==> config.mk <==
export PLATFORM = sky130hd
export DESIGN_NAME = sse_front
export DESIGN_NICKNAME = d
export VERILOG_FILES = /design/src/design/sse_pkg.sv /design/src/design/sse_fifo.sv /design/src/design/sse_front.sv
export SDC_FILE = /design/constraint.sdc
export NUM_CORES = 1
export LEC_CHECK = 0
export BUFFER_PORTS_ARGS = -buffer_cell sky130_fd_sc_hd__clkbuf_2
export CAP_MARGIN = 10
export CORE_UTILIZATION = 45
export CTS_BUF_LIST = sky130_fd_sc_hd__clkbuf_4
export DETAILED_ROUTE_END_ITERATION = 6
export PLACE_DENSITY = 0.72
export SYNTH_ARGS = -nofsm -noshare
export SYNTH_HDL_FRONTEND = slang
export SYNTH_SLANG_ARGS = --single-unit
==> constraint.sdc <==
create_clock -name i_clk -period 5.26 [get_ports i_clk]
set_clock_uncertainty 0.15 [all_clocks]
set_input_delay 1.578 -clock i_clk [delete_from_list [all_inputs] [get_ports i_clk]]
set_output_delay 1.578 -clock i_clk [all_outputs]
set_load 0.05 [all_outputs]
==> src/design/sse_pkg.sv <==
// shared types and constants for the scanline sprite evaluator
// used by sse_front, sse_back and scanline_sprite_evaluator_core
package sse_pkg;

    // request type codes
    localparam logic REQ_WRITE = 1'b0;
    localparam logic REQ_LINE  = 1'b1;

    // configuration register indexes
    localparam int unsigned CFG_IDX_W = 2;
    localparam logic [CFG_IDX_W-1:0] CFG_SCROLL_X = 2'd0;
    localparam logic [CFG_IDX_W-1:0] CFG_SCROLL_Y = 2'd1;

    // field widths
    localparam int unsigned COORD_W  = 12;
    localparam int unsigned WY_W     = 13;
    localparam int unsigned CLIP_W   = 14;
    localparam int unsigned ADDR_W   = 24;
    localparam int unsigned NUMBER_W = 7;

    // queue depths
    localparam int unsigned CMD_DEPTH  = 2;
    localparam int unsigned OUT_DEPTH  = 4;
    localparam int unsigned OUT_CNT_W  = 3;

    typedef struct packed {
        logic        req_type;
        logic [6:0]  entry_index;
        logic [11:0] entry_x;
        logic [11:0] entry_y;
        logic [7:0]  entry_height;
        logic        entry_enable;
        logic [19:0] entry_base;
        logic [9:0]  line_y;
    } t_in_item;

    typedef struct packed {
        logic [23:0] row_address;
        logic [8:0]  screen_start;
        logic [3:0]  pixel_offset;
        logic [4:0]  pixel_count;
        logic [6:0]  sprite_number;
        logic        none_active;
        logic        last;
    } t_out_item;

    // one sprite table entry without its enable bit
    typedef struct packed {
        logic [11:0] x;
        logic [11:0] y;
        logic [7:0]  height;
        logic [19:0] base;
    } t_sprite;

    // one sprite kept for the current line
    typedef struct packed {
        logic [ADDR_W-1:0]   addr;
        logic [COORD_W-1:0]  x;
        logic [NUMBER_W-1:0] number;
    } t_active;

    typedef enum logic {
        CMD_WRITE,
        CMD_LINE
    } t_cmd_kind;

    // classified command from the front to the back
    typedef struct packed {
        t_cmd_kind       kind;
        logic [6:0]      index;
        t_sprite         sprite;
        logic            enable;
        logic [WY_W-1:0] wy;
    } t_cmd;

    typedef enum logic [1:0] {
        ST_IDLE,
        ST_SCAN,
        ST_EMIT,
        ST_NONE
    } t_state;

endpackage

==> src/design/sse_fifo.sv <==
// small first-in first-out queue of any packed word type
// depends on nothing
module sse_fifo #(
    parameter type         T     = logic [7:0],
    parameter int unsigned DEPTH = 2
) (
    input  logic                         i_clk,
    input  logic                         i_rst_n,
    input  logic                         i_push,
    input  T                             i_data,
    output logic                         o_full,
    input  logic                         i_pop,
    output T                             o_data,
    output logic                         o_empty,
    output logic [$clog2(DEPTH+1)-1:0]   o_count
);

    localparam int unsigned PW = (DEPTH > 1) ? $clog2(DEPTH) : 1;
    localparam int unsigned CW = $clog2(DEPTH + 1);

    T              r_mem [DEPTH];
    logic [PW-1:0] r_wr_ptr;
    logic [PW-1:0] r_rd_ptr;
    logic [CW-1:0] r_cnt;
    logic          do_push;
    logic          do_pop;

    // handshake qualification
    assign o_full  = (r_cnt == CW'(DEPTH));
    assign o_empty = (r_cnt == '0);
    assign do_push = i_push && !o_full;
    assign do_pop  = i_pop && !o_empty;
    assign o_data  = r_mem[r_rd_ptr];
    assign o_count = r_cnt;

    // pointers and fill count
    always_ff @(posedge i_clk) begin
        if (!i_rst_n) begin
            r_wr_ptr <= '0;
            r_rd_ptr <= '0;
            r_cnt    <= '0;
        end else begin
            if (do_push) begin
                r_wr_ptr <= (r_wr_ptr == PW'(DEPTH - 1)) ? '0 : r_wr_ptr + 1'b1;
            end
            if (do_pop) begin
                r_rd_ptr <= (r_rd_ptr == PW'(DEPTH - 1)) ? '0 : r_rd_ptr + 1'b1;
            end
            if (do_push && !do_pop) begin
                r_cnt <= r_cnt + 1'b1;
            end else if (do_pop && !do_push) begin
                r_cnt <= r_cnt - 1'b1;
            end
        end
    end

    // word storage
    always_ff @(posedge i_clk) begin
        if (do_push) begin
            r_mem[r_wr_ptr] <= i_data;
        end
    end

endmodule

==> src/design/sse_front.sv <==
// front end: scroll registers, request classification and command queue
// depends on sse_pkg and sse_fifo
module sse_front #(
    parameter int unsigned SPRITE_ENTRIES = 128
) (
    input  logic                              i_clk,
    input  logic                              i_rst_n,
    input  logic                              i_push,
    input  sse_pkg::t_in_item                 i_item,
    output logic                              o_full,
    input  logic                              i_cfg_valid,
    input  logic [sse_pkg::CFG_IDX_W-1:0]     i_cfg_index,
    input  logic [sse_pkg::COORD_W-1:0]       i_cfg_data,
    output logic [sse_pkg::COORD_W-1:0]       o_scroll_x,
    output logic                              o_cmd_valid,
    output sse_pkg::t_cmd                     o_cmd,
    input  logic                              i_cmd_take
);

    logic [sse_pkg::COORD_W-1:0] r_scroll_x;
    logic [sse_pkg::COORD_W-1:0] r_scroll_y;
    sse_pkg::t_cmd               cmd;
    logic                        index_ok;
    logic                        enq;
    logic                        q_empty;

    // scroll registers, unknown indexes are dropped
    always_ff @(posedge i_clk) begin
        if (!i_rst_n) begin
            r_scroll_x <= '0;
            r_scroll_y <= '0;
        end else if (i_cfg_valid) begin
            unique case (i_cfg_index)
                sse_pkg::CFG_SCROLL_X: r_scroll_x <= i_cfg_data;
                sse_pkg::CFG_SCROLL_Y: r_scroll_y <= i_cfg_data;
                default: ;
            endcase
        end
    end

    assign o_scroll_x = r_scroll_x;

    // classify the word and form the world line
    always_comb begin
        index_ok      = (32'(i_item.entry_index) < SPRITE_ENTRIES);
        cmd.kind      = (i_item.req_type == sse_pkg::REQ_LINE) ? sse_pkg::CMD_LINE
                                                               : sse_pkg::CMD_WRITE;
        cmd.index     = i_item.entry_index;
        cmd.sprite.x      = i_item.entry_x;
        cmd.sprite.y      = i_item.entry_y;
        cmd.sprite.height = i_item.entry_height;
        cmd.sprite.base   = i_item.entry_base;
        cmd.enable    = i_item.entry_enable;
        cmd.wy        = sse_pkg::WY_W'(i_item.line_y) + sse_pkg::WY_W'(r_scroll_y);
        // writes beyond the table are accepted and dropped here
        enq = i_push && (cmd.kind == sse_pkg::CMD_LINE || index_ok);
    end

    // command queue toward the back end
    sse_fifo #(
        .T     (sse_pkg::t_cmd),
        .DEPTH (sse_pkg::CMD_DEPTH)
    ) u_cmd_q (
        .i_clk   (i_clk),
        .i_rst_n (i_rst_n),
        .i_push  (enq),
        .i_data  (cmd),
        .o_full  (o_full),
        .i_pop   (i_cmd_take),
        .o_data  (o_cmd),
        .o_empty (q_empty),
        .o_count ()
    );

    assign o_cmd_valid = !q_empty;

endmodule

Yosys cells after proc, flatten, opt, wreduce, memory -nomap -nowiden
Memories as Yosys holds them, arrays and structs flattened. A register that Yosys moved wholly into a read port is not among the register bits.
Index checks and enable logic that the tools add are counted.
{ "word_totals": {"memories": 1, "elab_cells": 35, "register_bits": 28, "ramBits": 148} }
{ "mem_list": {"columns": ["memory", "depth", "width", "rd", "rd_ports_with_merged_regs", "wr", "line_no", "rtl"], "rows": [
  ["u_cmd_q.r_mem", 2, 74, 1, 1, 1, "sse_fifo.sv:21", "T r_mem [DEPTH];"]
]} }
{ "classes": {"mux": 9, "addsub": 5, "n_eq_ne": 2, "n_reduce_logical": 13} }
{ "ops": {"columns": ["cell", "n"], "rows": [
  ["10-bit by 12-bit adder with 13-bit output", 1],
  ["1-bit two-way mux", 7],
  ["1-bit logical AND", 4],
  ["1-bit logical NOT", 4],
  ["2-bit logical NOT", 2],
  ["2-bit two-way mux", 2],
  ["2-bit AND reduction", 2],
  ["1-bit adder (second input constant)", 2],
  ["2-bit by 1-bit adder with 2-bit output (second input constant)", 1],
  ["2-bit by 1-bit equality test with 1-bit output (second input constant)", 1],
  ["2-bit equality test (second input constant)", 1],
  ["2-bit nonzero test", 1],
  ["2-bit by 1-bit subtractor with 2-bit output (second input constant)", 1]
]} }

Longest topological paths before layout
{ "logic_depth": {"depth_word": 7, "depth_mapped": 7} }

Modules after synthesis
From an unflattened synthesis, not the netlist that was laid out.
{ "unflattened": {"hier_cells": 403, "area_unflattened_um2": 6977.9} }
{ "by_module_without_submodules": {"columns": ["module", "n_inst", "cells_each", "area_per_inst_um2", "seq_area_each_um2"], "rows": [
  ["sse_fifo", 1, 255, 5566.6, 4544.4],
  ["sse_front", 1, 148, 1411.4, 480.5]
]} }

Worst setup path before layout
Ideal clock, no wire load.
{ "synth_path": {"path_type": "input-to-reg", "from": "input port i_push", "to": "memory u_cmd_q.r_mem[0][0] (netlist bit) (enable)", "path_buffers": 0, "setup_ps": 508, "t_required_ps": 4602, "path_stages": 2, "arrival_time_ps": 4764, "path_slack_ps": -161, "path_cell_list": "nand2_1 > nor2_1"} }
{ "synth_between": {"elab_chain_cells": 3} }
{ "synth_lines": {"columns": ["item", "line_no", "rtl"], "rows": [
  ["start: declaration", "sse_front.sv:8", "input logic i_push,"],
  ["1-bit logical AND", "sse_fifo.sv:31", "assign do_push = i_push && !o_full;"],
  ["1-bit two-way mux", "sse_fifo.sv:59", "if (do_push) begin"],
  ["1-bit two-way mux (not written as such)", "sse_fifo.sv:60", "r_mem[r_wr_ptr] <= i_data;"],
  ["end: declaration", "sse_fifo.sv:21", null]
]} }
Every way passes these cells.

==> out/results.ini <==
[timing]
slew_violations=0
fin_ws_ps=1255
period_minus_slack_ps=4005
fin_crit_sh=0.7614
tns_ps=0
clock.fmax_mhz=249.7
hold_viol=0
worst_slew_pin_slew_ps=1068
finalSetupViolations=0
relSlewSlack=0.2848
rsz0062_at_grt=no

[hold_path]
min_path_type=reg -> reg

[logic_synthesis]
synth.avg_cell_area_um2=17.41
async_flop_share=0
yosysSeqAreaShare=0.7252
syn_nets=500
yosysWarnings=0
synth_seq_cells=177
syn-cell-area_um2=6929
synth_cells=398
synth_edf_count=148
synth_ff_type=edfxtp_1
yosysUniqueCellTypes=39

[die]
start_util=0.4696
core-area_um2=14750
die_h_um=126.1
die_w_um=126.1
rows=44
die-area_um2=15900
ios=178

[cts]
root_buffer=clkbuf_4
clk_pin_slew_ps=140
post-cts-setup-buffer-count=0
numCtsBuffers=17
cts_resized=0
hold_buffers=0
ctsLongestPathBuffers=2
clock_latency_ps=540
cts.sinks=177
cts_tree=yes
htree_levels=4

[cells_and_area]
mostFrequentLayoutCell=clkbuf_2
final_area_um2=8285
fin_nets=684
area_growth_pct=19.57
layout_common_cells=clkbuf_2, edfxtp_1, mux2_2, dfxtp_1, nor2b_1
stdcell_count=778
n_antenna_cell=0
drive_above_1_share=0.4865

[power]
ir_worst_vdd_mv=0.3453
p_per_area_nw_per_um2=472.5
p_leak_nw=3.241

[placement]
place_area_um2=8013
dp.cells=747
io_buffers=177
dpl.hpwl_um=8179
place_ws_ps=1637
gp_congestion=0.7673

[drt]
num_vias=3899
wl_met2_um=5893
vias_per_cell=5.012
firstDrtPassIters=4
wl_met1_um=5026
avgRoutedWirePerCell_um=15.60
drtIter0Drc=149
routed.top_layer=met4
route.met3.wl_um=1020
drtAntennaViolNets=0
drt_wl_total_um=12130
drc=0

[critical_path]
critical_path_class=reg -> out
arrival_ps=2280
cp-end-kind=output port
crit_fanout=74
start_kind=register
crit_required_ps=3530

[global_routing]
grt_pass1_wl_um=19530
grtUsageTotal=0.1602
grt_pass1_vias=4033
grt.overflow.total=0
antenna_found_initial=0
grt_max_degree=75

[job]
max_cap_viol_count=0

[outcome]
status=finished clean

metal layers:
layer | track usage | vias to the layer above
met5 | 0 | -
met4 | 0.05953 | 0
met3 | 0.05820 | 19
met2 | 0.2639 | 146
met1 | 0.1929 | 1852
li1 | - | 1882
cells in the mapped netlist, types with 2 or more instances:
master	number	area [µm²]
edfxtp_1	148	4444
mux2_2	74	833.3
dfxtp_1	29	580.6
nor2b_1	26	162.7
mux2i_1	24	240.2
a21oi_1	11	55.05
ha_1	11	137.6
buf_2	7	35.03
o21ai_0	6	30.03
xnor2_1	6	52.55
clkbuf_1	5	18.77
inv_1	5	18.77
nand2_1	5	18.77
nor2_1	5	18.77
xor2_1	5	43.79
and2_1	4	25.02
and3_1	3	18.77
nor3b_1	2	15.01
o21a_1	2	15.01
cell families (layout without fill, tap and decap cells):
kind of cell,Yosys count,after routing,synth area share
AOI/OAI and AO/OA,30,30,0.02817
xor gates and xnor gates,11,11,0.01390
adders and majority gates,12,12,0.02275
buffers and inverters,18,214,0.01156
DFF,177,177,0.7252
muxes,98,98,0.1549
and+or+nand+nor,52,52,0.04352
report_power, final:
group / leakage (nW) / switching (W) / internal (W)
logic: 1.49 / 0.000964 / 0.000391
clock network: 0.131 / 0.000440 / 0.000284
registers: 1.62 / 0.000118 / 0.00172
state kept, by name, summed over array words and instances (netlist names), named ones only:
signal,count
r_scroll_y,12
u_cmd_q.r_mem,148
o_scroll_x,12
u_cmd_q.r_rd_ptr,1
u_cmd_q.o_count,2
u_cmd_q.r_wr_ptr,1
path summary, 6_finish.rpt:
path	endpoint	start	cells after the start	slack, ps
setup / recovery	o_cmd[41]	register	2	1260
hold / removal	o_scroll_x[11]	o_scroll_x[11]	2	390
setup reg to reg	u_cmd_q.r_mem[1][12]	r_scroll_y[0]	7	2980
hold reg to reg	o_scroll_x[11]	o_scroll_x[11]	2	390
layout make-up:
type / instances / area, µm²
clock buffers: 18 / 135.1
clock inverters: 13 / 137.6
fillers: 1189 / 6469
inverters: 5 / 18.77
multi-input cells: 203 / 1842
flip-flops and latches: 177 / 5029
well taps: 184 / 230.2
repair buffers: 178 / 893.4
worst max-delay path, stage by stage, from the launching register on:
cell and delay, ps:
dfxtp_4 1020, mux2_2 430, clkbuf_2 240
through the flow:
| step | total power, W | util | hold WS (ps) |
|---|---|---|---|
| finish | 0.003915 | 0.5616 | 385.9 |
| CTS | 0.003964 | 0.5616 | 386.5 |
| global route | 0.004090 | 0.5616 | 422.7 |
| global placement | 0.003214 | 0.5431 | 336.8 |
| floorplan | 0.002929 | - | 322.8 |
| detailed placement | 0.003240 | 0.5431 | 356.2 |
No activity file was read; power rests on OpenSTA's default activity.
