[config.mk]
export PLATFORM = sky130hd
export DESIGN_NAME = sse_fifo
export DESIGN_NICKNAME = d
export VERILOG_FILES = /design/src/design/sse_fifo.sv
export SDC_FILE = /design/constraint.sdc
export NUM_CORES = 1
export LEC_CHECK = 0
export BUFFER_PORTS_ARGS = -buffer_cell sky130_fd_sc_hd__buf_2
export CORE_MARGIN = 3
export CORE_UTILIZATION = 52
export DETAILED_ROUTE_END_ITERATION = 6
export GPL_TIMING_DRIVEN = 0
export PLACE_DENSITY = 0.77
export SETUP_SLACK_MARGIN = 0.02
export SYNTH_ARGS = -nofsm -noshare
export SYNTH_HDL_FRONTEND = slang
export SYNTH_SLANG_ARGS = --single-unit
export TNS_END_PERCENT = 20
[constraint.sdc]
create_clock -name i_clk -period 3.4 [get_ports i_clk]
set_clock_uncertainty 0.05 [all_clocks]
set_input_delay 0.34 -clock i_clk [delete_from_list [all_inputs] [get_ports i_clk]]
set_output_delay 0.34 -clock i_clk [all_outputs]
set_load 0.1 [all_outputs]
[src/design/sse_fifo.sv]
// small first-in first-out queue of any packed word type
// depends on nothing
module sse_fifo #(
    parameter type         T     = logic [7:0],
    parameter int unsigned DEPTH = 2
) (
    input  logic                         i_clk,
    input  logic                         i_rst_n,
    input  logic                         i_push,
    input  T                             i_data,
    output logic                         o_full,
    input  logic                         i_pop,
    output T                             o_data,
    output logic                         o_empty,
    output logic [$clog2(DEPTH+1)-1:0]   o_count
);

    localparam int unsigned PW = (DEPTH > 1) ? $clog2(DEPTH) : 1;
    localparam int unsigned CW = $clog2(DEPTH + 1);

    T              r_mem [DEPTH];
    logic [PW-1:0] r_wr_ptr;
    logic [PW-1:0] r_rd_ptr;
    logic [CW-1:0] r_cnt;
    logic          do_push;
    logic          do_pop;

    // handshake qualification
    assign o_full  = (r_cnt == CW'(DEPTH));
    assign o_empty = (r_cnt == '0);
    assign do_push = i_push && !o_full;
    assign do_pop  = i_pop && !o_empty;
    assign o_data  = r_mem[r_rd_ptr];
    assign o_count = r_cnt;

    // pointers and fill count
    always_ff @(posedge i_clk) begin
        if (!i_rst_n) begin
            r_wr_ptr <= '0;
            r_rd_ptr <= '0;
            r_cnt    <= '0;
        end else begin
            if (do_push) begin
                r_wr_ptr <= (r_wr_ptr == PW'(DEPTH - 1)) ? '0 : r_wr_ptr + 1'b1;
            end
            if (do_pop) begin
                r_rd_ptr <= (r_rd_ptr == PW'(DEPTH - 1)) ? '0 : r_rd_ptr + 1'b1;
            end
            if (do_push && !do_pop) begin
                r_cnt <= r_cnt + 1'b1;
            end else if (do_pop && !do_push) begin
                r_cnt <= r_cnt - 1'b1;
            end
        end
    end

    // word storage
    always_ff @(posedge i_clk) begin
        if (do_push) begin
            r_mem[r_wr_ptr] <= i_data;
        end
    end

endmodule

# Word-level counts from Yosys, hierarchy flattened
# Memory sizes are Yosys's and may differ from the RTL's. A register that Yosys moved wholly into a read port is not among the register bits.
# Cells that the tools add are included.
dict set report op_classes {
  reduce_logical 10
  add_sub_neg 4
  n_eq_ne 1
  mux 8
}
# op count
set op_table {}
lappend op_table {{two-way mux 1 bit} 6}
lappend op_table {{logical AND 1 bit} 4}
lappend op_table {{logical NOT 1 bit} 4}
lappend op_table {{two-way mux 2 bit} 2}
lappend op_table {{adder 1 bit, second input constant} 2}
lappend op_table {{adder 2 x 1 -> 2 bit, second input constant} 1}
lappend op_table {{equality test 2 bit, second input constant} 1}
lappend op_table {{logical NOT 2 bit} 1}
lappend op_table {{nonzero test 2 bit} 1}
lappend op_table {{subtractor 2 x 1 -> 2 bit, second input constant} 1}
dict set report word_totals {
  ramBits 16
  wordCells 27
  n_memories 1
  ff_bits 4
  input_bits 12
}
# name words word_bits rd rd_ports_with_merged_regs write_ports line_no
set memory_table {}
lappend memory_table {r_mem 2 8 1 1 1 21} ;# T r_mem [DEPTH];

# Logic depth before layout (Yosys ltp)
# Gate-level depths: netlist (run 1).
dict set report depth {
  word_depth 7
  mapped_depth 7
}

# Worst setup path before layout (run 1)
# Ideal clock, no wire load.
dict set report synth_timing {
  path_type {reg2reg}
  startpoint {register r_cnt[1], in the netlist o_count[1]}
  endpoint {register r_cnt[1], in the netlist o_count[1]}
  required_time_ps 3280
  synth_period_minus_slack_ps 2590
  stages_incl_launch_ff 8
  setup_slack_ps 810
  t_arrival_ps 2470
  path_cell_list {dfxtp_1 > nand2b_1 > inv_2 > nor2_1 > ha_1 > xor2_1 > or3_1 > a21boi_1}
}
dict set report synth_via {
  elab_chain_len 6
}
# item line_no
set synth_lines {}
lappend synth_lines {{from (decl)} 24} ;# logic [CW-1:0] r_cnt;
lappend synth_lines {{from (signal assigned)} 50} ;# r_cnt <= r_cnt + 1'b1;
lappend synth_lines {{from (signal assigned)} 52} ;# r_cnt <= r_cnt - 1'b1;
lappend synth_lines {{equality test 2 bit *} 29} ;# assign o_full = (r_cnt == CW'(DEPTH));
lappend synth_lines {{net o_full} 11} ;# output logic o_full,
lappend synth_lines {{logical NOT 1 bit *} 31} ;# assign do_push = i_push && !o_full;
lappend synth_lines {{logical AND 1 bit *} 31}
lappend synth_lines {{logical NOT 1 bit} 51} ;# end else if (do_pop && !do_push) begin
lappend synth_lines {{logical AND 1 bit} 51}
lappend synth_lines {{nonzero test 2 bit (no source line)} n/a}
# The timed path passes the listed nets; every way through them passes the cells marked *. The select of a mux whose other input is x is not followed.
# A chain may end at the register's enable or synchronous reset.

==> impl_metrics.yaml, run 1 <==
run_status:
  status: "completed"
worst_setup_path:
  cpLargestDelayFamily: "buffers and inverters"
  critical_path_class: "reg2out"
  cpMostUsedCell: "buf_2"
  end_kind: "output port"
  cp_slowest_stage_delay_ns: 0.36
  crit_slowest_cell: "mux2_2"
  worstPathArrival_ns: 1.47
  critical_path_required_ns: 3.01
  cp_max_fo: 8
  startpoint_type: "flip-flop"
  path_cells: "buf_2 > mux2_2 > buf_2"
  crit_buf_inv: 2
clock_tree:
  ctsHoldBuffers: 0
  clkSinkCount: 21
  cts_buffers: 3
  clockBufferDepth: 2
  cts_resized: 0
  htree_levels: 1
  clk_latency_ns: 0.29
  cts_setup_buffers: 0
  cts_tree: "built"
  cts.clk_slew.worst_paths_ns: 0.11
  cts_root_buf: "clkbuf_4"
die:
  std_cell_rows: 13
  start_util_pct: 58.6
  die_x_um: 45.5
  die-area_um2: 2070
  core_area_um2: 1380
  io_pins: 24
  die_h_um: 45.5
route:
  routedWlPerCell_um: 13.3
  firstDrtPassIters: 4
  ant_nets: 0
  totalWireLength_um: 1230
  drtIter0Drc: 6
  viasPerCell: 5.09
  drc: 0
  num_vias: 468
global_routing:
  grt_pass1_vias: 479
  globalRoute.totalOverflow: 0
  grt_max_degree: 13
  antenna_found_initial: 0
  grt_first_pass_wirelength_um: 1920
  grtUsageTotal_pct: 13.9
synthesis:
  avgSynthCellArea_um2: 16.2
  yosys_warnings: 0
  synth_cells: 50
  ys_ff_latch: 21
  synth-seq-area-share_pct: 71.7
  synthDistinctLibCells: 20
  syn_nets: 63
  syn_area_um2: 810
cells_and_area:
  fillers: 89
  diodes: 0
  layout-drive-gt1-share_pct: 49.4
  area_delta_synth_final_pct: 19.9
  fin_nets: 91
  final_util_pct: 70.2
sta:
  finalSetupViolations: 0
  hold_slack_ns: 0.175
  layout_setup_ws_ns: 1.54
  maxSlewHeadroom_pct: 53.6
  period_needed_ns: 1.86
  tightest_slew_ns: 0.693
  hold_viol: 0
  min_period_over_period_pct: 54.6
  max_freq_ghz: 0.539
  rsz0062_at_grt: "no"
  slew_viol_final: 0
  finalSetupTns_ns: 0
placement:
  place_hpwl_um: 879
  preCtsSetupSlack_ns: 1.74
  io_buffers: 23
  gp_congestion: 0.645
worst_hold_path:
  holdCritPathClass: "in2reg"
flow_run:
  maxCapViolCount: 0
[path summary, 6_finish.rpt]
check                     end        from  depth (start not counted)  slack [ns]
setup / recovery    o_data[7]   flip-flop                          3        1.54
setup reg to reg   o_count[1]  o_count[0]                          6        1.71
hold / removal    r_mem[1][7]   i_data[7]                          1        0.18
hold reg to reg     flip-flop    r_rd_ptr                          2        0.54
[cells by family after synthesis]
group / count (synthesis) / share of synthesized area [%]
adder cells (fa/ha/maj): 1 / 1.55
AO/OA/AOI/OAI: 5 / 4.02
XOR/XNOR: 3 / 3.25
buffers and inverters: 3 / 1.54
multiplexers: 8 / 11.1
flip-flops: 21 / 71.7
AND/OR/NAND/NOR: 9 / 6.80
[through the flow]
step / instance area (um2) / cells
6_report: 971 / 92
5_1_grt: 971 / 92
4_1_cts: 971 / 92
3_5_place_dp: 943 / 88
3_3_place_gp: 943 / 88
2_1_floorplan: 810 / 50
[area by class of cell]
type	count	area [um2]	area share, %
Clock inverter	1	5.00	0.515
Sequential cell	21	581	59.8
Buffer	1	5.00	0.515
Inverter	2	7.51	0.773
Tap cell	15	18.8	1.93
Multi-Input combinational cell	26	216	22.3
Timing Repair Buffer	23	115	11.9
Clock buffer	3	22.5	2.32
[worst register-to-register path, cell delays in order (launching register included)]
cell,delay (ns)
dfxtp_1,0.44
nand2b_1,0.18
inv_2,0.06
nor2_1,0.09
ha_1,0.26
or3_1,0.37
a21boi_1,0.18
[cells in the final DEF, fill, tap and decap left out]
cell      count
buf_2        24
edfxtp_1     16
mux2_2        8
dfxtp_1       5
and2_1        3
clkbuf_4      3
nor2_1        2
xnor2_1       2
nand2b_1      1
inv_2         1
inv_1         1
o21ai_1       1
and3_1        1
nor3_2        1
a21boi_0      1
o21a_1        1
xor2_1        1
o21ai_0       1
or3_1         1
a21boi_1      1
ha_1          1
clkinv_2      1
[synthesized netlist by cell type]
cell / instances / area share, %
edfxtp_1: 16 / 59
mux2_2: 8 / 11
dfxtp_1: 5 / 12
and2_1: 3 / 2.3
nor2_1: 2 / 0.93
xnor2_1: 2 / 2.2
a21boi_0: 1 / 0.93
a21boi_1: 1 / 0.93
and3_1: 1 / 0.77
buf_2: 1 / 0.62
ha_1: 1 / 1.5
inv_1: 1 / 0.46
inv_2: 1 / 0.46
nand2b_1: 1 / 0.77
nor3_2: 1 / 1.2
o21a_1: 1 / 0.93
o21ai_0: 1 / 0.62
o21ai_1: 1 / 0.62
or3_1: 1 / 0.77
xor2_1: 1 / 1.1
[sequential cells by signal, summed over array words and instances, names as in the netlist, named ones only]
register	count
r_mem	16
o_count	2
r_rd_ptr	1
r_wr_ptr	1
[metal layers]
metal / part of all wire [%] / GRT usage (%) / vias up
met5: 0 / 0 / -
li1: - / - / 239
met2: 55 / 26.5 / 13
met1: 39 / 12.5 / 214
met4: 1.4 / 10.5 / 0
met3: 4.7 / 2.37 / 2
Power of run 1 is left out: the tool's default activity adds up to more than one toggle a clock period on the data nets, which glitch-free logic cannot reach.
==> inputs of run 2 (changes only) <==
--- a/config.mk
+++ b/config.mk
@@ -7,10 +7,10 @@
 export LEC_CHECK = 0
 export BUFFER_PORTS_ARGS = -buffer_cell sky130_fd_sc_hd__buf_2
 export CORE_MARGIN = 3
-export CORE_UTILIZATION = 52
+export CORE_UTILIZATION = 48
 export DETAILED_ROUTE_END_ITERATION = 6
 export GPL_TIMING_DRIVEN = 0
-export PLACE_DENSITY = 0.77
+export PLACE_DENSITY = 0.72
 export SETUP_SLACK_MARGIN = 0.02
 export SYNTH_ARGS = -nofsm -noshare
 export SYNTH_HDL_FRONTEND = slang
==> constraint.sdc (replaced) <==
create_clock -name i_clk -period 1.9 [get_ports i_clk]
set_clock_uncertainty 0.05 [all_clocks]
set_input_delay 0.19 -clock i_clk [delete_from_list [all_inputs] [get_ports i_clk]]
set_output_delay 0.19 -clock i_clk [all_outputs]
set_load 0.1 [all_outputs]
==> impl_metrics.yaml, run 2 (synthesized netlist as in run 1, its figures left out) <==
sta:
  period_needed_ns: 1.71
  maxSlewHeadroom_pct: 49.4
  slew_viol_final: 0
  hold_viol: 0
  min_period_over_period_pct: 89.8
  max_freq_ghz: 0.586
  tightest_slew_ns: 0.755
  rsz0062_at_grt: "no"
  finalSetupViolations: 0
global_routing:
  grt_first_pass_wirelength_um: 1910
  grt_pass1_vias: 470
  globalRoute.totalOverflow: 0
  grt_max_degree: 13
  antenna_found_initial: 0
  grtUsageTotal_pct: 12.7
placement:
  dpl-instance-area_um2: 957
  dp.cells: 89
  gp_congestion: 0.640
  io_buffers: 23
  place_hpwl_um: 934
cells_and_area:
  final_util_pct: 63.9
  diodes: 0
  layout-drive-gt1-share_pct: 53.2
  finish.instance_area_um2: 985
  largest_register_ffs: 16
  fin_nets: 91
  final_common_cell: "buf_2"
  largest_register: "r_mem"
  area_delta_synth_final_pct: 21.6
  fin_cells: 93
  final_cell_mix: "24 x buf_2, 16 x edfxtp_1, 8 x mux2_2"
route:
  drc: 0
  firstDrtPassIters: 4
  totalWireLength_um: 1220
  drtIter0Drc: 8
  ant_nets: 0
  viasPerCell: 5.12
  routedWlPerCell_um: 13.1
  num_vias: 476
clock_tree:
  cts_buffers: 3
  cts_setup_buffers: 0
  cts_resized: 0
  cts_tree: "built"
  cts_root_buf: "clkbuf_4"
  clockBufferDepth: 2
  cts.clk_slew.worst_paths_ns: 0.11
  clk_latency_ns: 0.29
  clkSinkCount: 21
  htree_levels: 1
  ctsHoldBuffers: 0
worst_hold_path:
  hold_path_end: "r_mem[1][2]"
  hold_depth: 1
  holdCritPathClass: "in2reg"
  min_from: "i_data[2]"
die:
  std_cell_rows: 14
  start_util_pct: 52.5
  die-area_um2: 2220
  die_x_um: 47.1
  core_area_um2: 1540
  io_pins: 24
  die_h_um: 47.1
run_status:
  status: "completed"
worst_setup_path:
  rr_startpoint: "o_count[0]"
  cp_max_fo: 8
  rrSetupSlack_ns: 0.28
  end_kind: "output port"
  reg2reg_depth: 3
  critical_path_required_ns: 1.66
  startpoint_type: "flip-flop"
  worstPathArrival_ns: 1.47
  worstReg2RegEnd: "r_mem[0][3]"
  critical_path_class: "reg2out"
flow_run:
  maxCapViolCount: 0
[run 2: cell counts in the layout (fill, tap and decap cells not counted)]
Identical to the previous run, type by type.
[run 2: critical path, stage by stage (launching register included)]
cell and delay (ns):
dfxtp_1 0.32, buf_2 0.21, mux2_2 0.36, buf_2 0.29
[run 2: worst max path at each step]
stage,start,to
2_1_floorplan,o_count[1],o_count[1]
3_3_place_gp,o_count[0],r_mem[0][0]
3_5_place_dp,o_count[0],r_mem[0][4]
4_1_cts,flip-flop,o_data[6]
5_1_grt,flip-flop,o_data[6]
6_report,flip-flop,o_data[6]
[run 2: metal layers]
| metal | GRT usage, % | part of all wire [%] |
|---|---|---|
| met1 | 14.1 | 41 |
| met2 | 22.8 | 53 |
| met3 | 2.68 | 6.0 |
| met4 | 6.63 | 0.33 |
| met5 | 0 | 0 |
[run 2: final cells by class]
type                    instances  area (um2)
flip-flops and latches         21         588
fillers                       128         557
multi-input cells              26         219
repair buffers                 23         115
clock buffers                   3        22.5
well taps                      16        20.0
inverters                       2        10.0
clock inverters                 1        5.00
plain buffers                   1        5.00
[run 2: metrics by stage]
stage / setup slack, ns / hold slack, ns / setup TNS (ns)
after floorplan: -0.0303 / 0.239 / -0.0303
after global placement: 0.315 / 0.327 / 0
after detailed placement: 0.276 / 0.332 / 0
after CTS: 0.171 / 0.0130 / 0
after global routing: 0.113 / 0.0115 / 0
final: 0.193 / 0.0255 / 0
Power of run 2 is left out for the same reason.
